`src/sv/wrcs_pkg.sv`:
```
// ----------------------------------------------------------------------------
// wrcs_pkg
// Shared types and widths for the weighted residual chi-squared core.
// ----------------------------------------------------------------------------
package wrcs_pkg;

    localparam int ObsW     = 16;
    localparam int WgtW     = 16;
    localparam int TgtW     = 16;
    localparam int ProdW    = ObsW + WgtW + 1;   // signed x unsigned
    localparam int AccW     = 48;                // Q23.24 row sum
    localparam int ResW     = 25;                // Q16.8 residual
    localparam int SqW      = 49;                // Q32.16 square
    localparam int TotW     = 62;                // Q46.16 total
    localparam int HalfW    = 61;
    localparam int STdataW  = 48;
    localparam int MTdataW  = 112;

    typedef enum logic [4:0] {
        S_IDLE = 5'b00001,
        S_ACC  = 5'b00010,
        S_RES  = 5'b00100,
        S_SQR  = 5'b01000,
        S_TOT  = 5'b10000
    } state_t;

    typedef struct packed {
        logic load_in;
        logic acc_en;
        logic res_en;
        logic sqr_en;
        logic tot_en;
    } cmd_t;

    typedef struct packed {
        logic row_end;
        logic out_free;
    } status_t;

endpackage

```
`src/sv/wrcs_ctrl.sv`:
```
// ----------------------------------------------------------------------------
// wrcs_ctrl
// Sequencer: one item at a time, row-end items walk the residual steps.
// ----------------------------------------------------------------------------
module wrcs_ctrl (
    input  logic             clk,
    input  logic             rst_n,
    input  logic             in_valid,
    output logic             in_ready,
    input  wrcs_pkg::status_t status,
    output wrcs_pkg::cmd_t    cmd
);
    import wrcs_pkg::*;

    state_t state_reg;
    state_t state_next;

    always_ff @(posedge clk or negedge rst_n)
    begin
        if (!rst_n)
        begin
            state_reg <= S_IDLE;
        end
        else
        begin
            state_reg <= state_next;
        end
    end

    always_comb
    begin
        state_next = state_reg;
        case (state_reg)
            S_IDLE:
            begin
                if (in_valid)
                begin
                    state_next = S_ACC;
                end
            end
            S_ACC:
            begin
                state_next = status.row_end ? S_RES : S_IDLE;
            end
            S_RES:
            begin
                state_next = S_SQR;
            end
            S_SQR:
            begin
                state_next = S_TOT;
            end
            S_TOT:
            begin
                // hold until the output register can take the result
                if (status.out_free)
                begin
                    state_next = S_IDLE;
                end
            end
            default:
            begin
                state_next = S_IDLE;
            end
        endcase
    end

    assign in_ready    = (state_reg == S_IDLE);
    assign cmd.load_in = (state_reg == S_IDLE) && in_valid;
    assign cmd.acc_en  = (state_reg == S_ACC);
    assign cmd.res_en  = (state_reg == S_RES);
    assign cmd.sqr_en  = (state_reg == S_SQR);
    assign cmd.tot_en  = (state_reg == S_TOT) && status.out_free;

endmodule

```
`src/sv/wrcs_datapath.sv`:
```
// ----------------------------------------------------------------------------
// wrcs_datapath
// Multiply, row accumulate, residual, square, total and output register.
// ----------------------------------------------------------------------------
module wrcs_datapath (
    input  logic                           clk,
    input  logic                           rst_n,
    input  wrcs_pkg::cmd_t                 cmd,
    output wrcs_pkg::status_t              status,
    input  logic [wrcs_pkg::STdataW-1:0]   in_data,
    input  logic                           in_row_end,
    input  logic                           in_last_row,
    output logic                           out_valid,
    input  logic                           out_ready,
    output logic [wrcs_pkg::MTdataW-1:0]   out_data,
    output logic                           out_last
);
    import wrcs_pkg::*;

    logic signed [ObsW-1:0]  obs;
    logic        [WgtW-1:0]  wgt;
    logic signed [ProdW-1:0] prod_next;

    logic signed [ProdW-1:0] prod_reg;
    logic signed [TgtW-1:0]  tgt_reg;
    logic                    row_end_reg;
    logic                    last_row_reg;

    logic [AccW-1:0]  acc_reg;
    logic [AccW-1:0]  rowsum_reg;
    logic [AccW:0]    acc_sum;
    logic [AccW-1:0]  acc_sat;

    logic [AccW:0]    diff;
    logic [AccW-16:0] shifted;
    logic [ResW-1:0]  res_sat;
    logic [ResW-1:0]  mag_next;
    logic [ResW-1:0]  mag_reg;

    logic [2*ResW-1:0] sq_full;
    logic [SqW-1:0]    sq_reg;

    logic [TotW:0]     tot_sum;
    logic [TotW-1:0]   tot_sat;
    logic [TotW-1:0]   total_reg;

    logic [SqW-1:0]    out_sq_reg;
    logic [HalfW-1:0]  out_half_reg;
    logic              out_last_reg;
    logic              out_valid_reg;

    assign obs       = in_data[ObsW-1:0];
    assign wgt       = in_data[ObsW+WgtW-1:ObsW];
    assign prod_next = obs * $signed({1'b0, wgt});

    // saturate the row sum to the 48-bit signed range
    assign acc_sum = {acc_reg[AccW-1], acc_reg}
                   + {{(AccW+1-ProdW){prod_reg[ProdW-1]}}, prod_reg};
    always_comb
    begin
        if (acc_sum[AccW] != acc_sum[AccW-1])
        begin
            acc_sat = acc_sum[AccW] ? {1'b1, {(AccW-1){1'b0}}}
                                    : {1'b0, {(AccW-1){1'b1}}};
        end
        else
        begin
            acc_sat = acc_sum[AccW-1:0];
        end
    end

    // residual in Q.24, floor to Q16.8, saturate to 25 bits
    assign diff    = {rowsum_reg[AccW-1], rowsum_reg}
                   - {{(AccW+1-TgtW-16){tgt_reg[TgtW-1]}}, tgt_reg, 16'b0};
    assign shifted = diff[AccW:16];
    always_comb
    begin
        if (shifted[AccW-16:ResW-1] == '0 || shifted[AccW-16:ResW-1] == '1)
        begin
            res_sat = shifted[ResW-1:0];
        end
        else if (shifted[AccW-16])
        begin
            res_sat = {1'b1, {(ResW-1){1'b0}}};
        end
        else
        begin
            res_sat = {1'b0, {(ResW-1){1'b1}}};
        end
    end
    assign mag_next = res_sat[ResW-1] ? (~res_sat + 1'b1) : res_sat;

    assign sq_full = mag_reg * mag_reg;

    // saturating total
    assign tot_sum = {1'b0, total_reg} + {{(TotW+1-SqW){1'b0}}, sq_reg};
    assign tot_sat = tot_sum[TotW] ? {TotW{1'b1}} : tot_sum[TotW-1:0];

    always_ff @(posedge clk)
    begin
        if (cmd.load_in)
        begin
            prod_reg     <= prod_next;
            tgt_reg      <= in_data[ObsW+WgtW+TgtW-1:ObsW+WgtW];
            row_end_reg  <= in_row_end;
            last_row_reg <= in_last_row;
        end
        if (cmd.acc_en)
        begin
            rowsum_reg <= acc_sat;
        end
        if (cmd.res_en)
        begin
            mag_reg <= mag_next;
        end
        if (cmd.sqr_en)
        begin
            sq_reg <= sq_full[SqW-1:0];
        end
        if (cmd.tot_en)
        begin
            out_sq_reg   <= sq_reg;
            out_half_reg <= last_row_reg ? tot_sat[TotW-1:1] : '0;
            out_last_reg <= last_row_reg;
        end
    end

    always_ff @(posedge clk or negedge rst_n)
    begin
        if (!rst_n)
        begin
            acc_reg       <= '0;
            total_reg     <= '0;
            out_valid_reg <= 1'b0;
        end
        else
        begin
            if (cmd.acc_en)
            begin
                acc_reg <= row_end_reg ? '0 : acc_sat;
            end
            if (cmd.tot_en)
            begin
                total_reg     <= last_row_reg ? '0 : tot_sat;
                out_valid_reg <= 1'b1;
            end
            else if (out_ready)
            begin
                out_valid_reg <= 1'b0;
            end
        end
    end

    assign status.row_end  = row_end_reg;
    assign status.out_free = !out_valid_reg || out_ready;

    assign out_valid = out_valid_reg;
    assign out_data  = {{(MTdataW-SqW-HalfW){1'b0}}, out_half_reg, out_sq_reg};
    assign out_last  = out_last_reg;

endmodule

```
`src/sv/weighted_residual_chi_squared_core.sv`:
```
// ----------------------------------------------------------------------------
// weighted_residual_chi_squared_core
// Streaming half residual sum of squares over a weighted matrix.
// ----------------------------------------------------------------------------
// Steps: a row-end beat walks accumulate, residual, square and total into
//   the output register, the total step holding while the output stalls.
// Flow: other beats take only the accumulate step. No new beat is taken
//   until the last one has finished its steps, set by the single-item
//   sequencer and the residual/square steps that share it.
// Reset: rst_n clears the row accumulator, the total and the output valid.
// ----------------------------------------------------------------------------
module weighted_residual_chi_squared_core (
    input  logic                              clk,
    input  logic                              rst_n,
    // input beats: one matrix entry each
    input  logic                              s_axis_tvalid,
    output logic                              s_axis_tready,
    input  logic [wrcs_pkg::STdataW-1:0]      s_axis_tdata,  // obs_value, weight, target
    input  logic                              s_axis_tlast,  // row_end
    input  logic                              s_axis_tuser,  // last_row
    // result beats: one per finished row
    output logic                              m_axis_tvalid,
    input  logic                              m_axis_tready,
    output logic [wrcs_pkg::MTdataW-1:0]      m_axis_tdata,  // row_sq_residual, half_chi_sq, pad
    output logic                              m_axis_tlast   // final_res
);
    import wrcs_pkg::*;

    cmd_t    cmd;
    status_t status;

    // Sequencer: takes a beat, runs the accumulate step, and for a row end
    // walks residual, square and total before taking the next beat.
    wrcs_ctrl u_ctrl (
        .clk      (clk),
        .rst_n    (rst_n),
        .in_valid (s_axis_tvalid),
        .in_ready (s_axis_tready),
        .status   (status),
        .cmd      (cmd)
    );

    // Datapath: product is registered at the accept edge, the row sum
    // saturates at 48 bits, the residual is floored to Q16.8 and clamped,
    // then squared and added into the 62-bit saturating total. The output
    // register lets the next row's beats enter while a result waits.
    wrcs_datapath u_dp (
        .clk         (clk),
        .rst_n       (rst_n),
        .cmd         (cmd),
        .status      (status),
        .in_data     (s_axis_tdata),
        .in_row_end  (s_axis_tlast),
        .in_last_row (s_axis_tuser),
        .out_valid   (m_axis_tvalid),
        .out_ready   (m_axis_tready),
        .out_data    (m_axis_tdata),
        .out_last    (m_axis_tlast)
    );

endmodule
```
`config.mk`:
```
export PLATFORM = sky130hd
export DESIGN_NAME = weighted_residual_chi_squared_core
export DESIGN_NICKNAME = d
export VERILOG_FILES = /design/src/sv/wrcs_pkg.sv /design/src/sv/wrcs_ctrl.sv /design/src/sv/wrcs_datapath.sv /design/src/sv/weighted_residual_chi_squared_core.sv
export SDC_FILE = /design/constraint.sdc
export NUM_CORES = 2
export LEC_CHECK = 0
export ABC_AREA = 1
export BUFFER_PORTS_ARGS = -buffer_cell sky130_fd_sc_hd__buf_2
export CELL_PAD_IN_SITES_DETAIL_PLACEMENT = 0
export CELL_PAD_IN_SITES_GLOBAL_PLACEMENT = 1
export CORE_AREA = 2 2 356 358
export CTS_BUF_LIST = sky130_fd_sc_hd__clkbuf_8
export DETAILED_ROUTE_END_ITERATION = 6
export DIE_AREA = 0 0 358 360
export GPL_ROUTABILITY_DRIVEN = 1
export GPL_TIMING_DRIVEN = 0
export PLACE_DENSITY_LB_ADDON = 0.15
export SETUP_SLACK_MARGIN = 0.3
export SYNTH_ARGS = -nofsm -noshare
export SYNTH_HDL_FRONTEND = slang
export SYNTH_HIERARCHICAL = 1
export SYNTH_SLANG_ARGS = --single-unit
```
`constraint.sdc`:
```
create_clock -name clk -period 27.3 [get_ports clk]
set_clock_uncertainty 0.05 [all_clocks]
set_input_delay 1.365 -clock clk [delete_from_list [all_inputs] [get_ports clk]]
set_output_delay 1.365 -clock clk [all_outputs]
set_load 0.01 [all_outputs]
```
==> results.toml <==
[global_route]
grt_pass1_vias = 39938
grt_max_degree = 67
antenna_found_initial = 3
grt_pass1_wl_um = 228100
grt-ovfl-total = 0
grt_use_total = 0.2303

[drt]
wl_per_cell_um = 18.28
first_pass_iters = 6
viasPerCell = 4.790
drtIter0Drc = 2017
drt-total-wl_um = 146200
ant_nets = 0
vias = 38302
drc = 0

[sta]
rsz0062_at_grt = "no"
slew_headroom = 0.2414
maxSlewViolCount = 0
tightestPinTransition_ns = 1.128
fmax_mhz = 115.6
tns_ns = 0
fin_crit_ns = 8.648
post-route-period-util = 0.3168
timing_hold_violations_final = 0
fin_hold_ws_ns = 0.4148
setup_viol = 0

[placed_design]
placed_cell_area_mm2 = 0.05263
place_congestion = 0.9435
port_buffers = 147
dp_hpwl_um = 123500

[cells_and_area]
drive_gt1_frac = 0.06287
area_delta_synth_final_pct = 9.171
final_cell_area_mm2 = 0.05415
multiInputGateArea_mm2 = 0.03214
nFillCells = 13028
final_nets = 7438
largest_register_ffs = 62
final_core_util = 0.4335
regArea_mm2 = 0.01089

[floorplan]
dieWidth_um = 358
die-area_mm2 = 0.1289
start_util = 0.3971
std_cell_rows = 130
ios = 169
die_h_um = 360
core_area_mm2 = 0.1249

[cts]
numCtsBuffers = 74
cts.sinks = 382
clockBufferDepth = 3
cts_tree = "built"
cts_setup_buffers = 0
insertion_delay_ns = 0.79
ctsHoldBuffers = 0
clkSlewWorstSetupHoldPaths_ns = 0.06
htreeDepth = 3
clock-root-buffer = "clkbuf_8"
post_cts_resized = 0

[yosys]
synth_edf_count = 266
seq_area_frac_synth = 0.2196
yosys.area.top_type = "fa_1"
synth_seq_cells = 382
synth.avg_cell_area_um2 = 8.213
synth-async-reset-ratio = 0.3037
synth_most_common_cell = "inv_1"
synth_cell_types = 61
synthTopCellsByCount = "1547 x inv_1, 1384 x nand2_1, 662 x fa_1, 438 x ha_1, 323 x nor2_1"
syn_inst = 6040
synth_top_area_share = 0.2672
synthFlopType = "edfxtp_1"
yosysWarnings = 6
synth_area_leaders = "fa_1 27%, edfxtp_1 16%, inv_1 12%"
syn-cell-area_mm2 = 0.04961

[min_path]
min-delay-start = "u_dp/sq_reg[18]"
hold_path_depth = 0
hold_path.class = "reg2reg"

[critical_path]
cp-startpoint = "u_dp/mag_reg[16]"
timing.reg2reg.worst_path_depth = 27
cp_data_required_time_ns = 27.75
r2r_start = "u_dp/mag_reg[16]"
crit_path_frequent_cell = "fa_1"
arrival_ns = 9.10
cp_max_fo = 10
worstSetupPathType = "reg2reg"
crit_slowest_cell = "clkbuf_1"
max_stage_delay_ns = 0.82
start_kind = "flip-flop"
end_kind = "flip-flop"

[job]
max_cap_violations = 0

[run_status]
outcome = "finished, final reports clean"
[layer usage]
layer	track usage	wire length, um	vias to the layer above
met5	0	30	-
met4	0.06891	4305	4
met3	0.02281	4773	197
met2	0.4143	73900	731
met1	0.2895	63190	18609
li1	-	-	18761
[worst max-delay path: cells and delay by family (launching register included)]
kind | cells | cell delay (ns)
AO/OA/AOI/OAI | 7 | 1.64
XOR/XNOR | 1 | 0.16
adder cells (fa/ha/maj) | 8 | 3.92
buffers and inverters | 7 | 1.70
flip-flops | 1 | 0.32
AND/OR/NAND/NOR | 4 | 0.58
[final timing paths]
kind | slack, ns | end
min in group asynchronous | 0.59 | u_dp/total_reg[0]
max in group asynchronous | 25.75 | u_dp/acc_reg[8]
setup reg to reg | 18.65 | u_dp/sq_reg[48]
hold reg to reg | 0.41 | u_dp/out_sq_reg[18]
hold / removal | 0.41 | u_dp/out_sq_reg[18]
setup / recovery | 18.65 | u_dp/sq_reg[48]
[cell type report]
cell class | count | area share
multi-input combinational | 3928 | 0.5935
sequential | 382 | 0.2011
inverter | 1563 | 0.1084
tap | 1650 | 0.03812
clock buffer | 79 | 0.02008
timing repair buffer | 166 | 0.01724
buffer | 169 | 0.01345
clock inverter | 59 | 0.008017
antenna | 1 | 0.00004621
[kinds of logic (layout without fill, tap and decap cells)]
kind of cell	Yosys count	in the layout	synth area share
AOI/OAI and AO/OA	652	652	0.07365
xor gates and xnor gates	207	207	0.03693
adders and majority gates	1100	1100	0.3776
buffers and inverters	1732	2036	0.1330
DFF	382	382	0.2196
other	1	4	0.00007560
and+or+nand+nor	1966	1966	0.1591
[placed cells by master, fill, tap and decap left out, drive strengths merged, types with 56 or more instances in the layout]
master / count
a21oi: 273
a31oi: 56
buf: 190
clkbuf: 224
dfrtp: 115
edfxtp: 266
fa: 662
ha: 438
inv: 1589
nand2: 1406
nand3: 129
nor2: 337
o21ai: 220
xnor2: 77
xor2: 130
[per-stage QoR]
| step | setup WS [ns] | instances |
|---|---|---|
| 2_1_floorplan | 13.32 | 6042 |
| 3_3_place_gp | 6.120 | 7839 |
| 3_5_place_dp | 18.60 | 7858 |
| 4_1_cts | 18.58 | 7996 |
| 5_1_grt | 18.26 | 7997 |
| 6_report | 18.65 | 7997 |
Power is left out: the tool's default activity adds up to more than one toggle a clock period on the data nets, which glitch-free logic cannot reach.
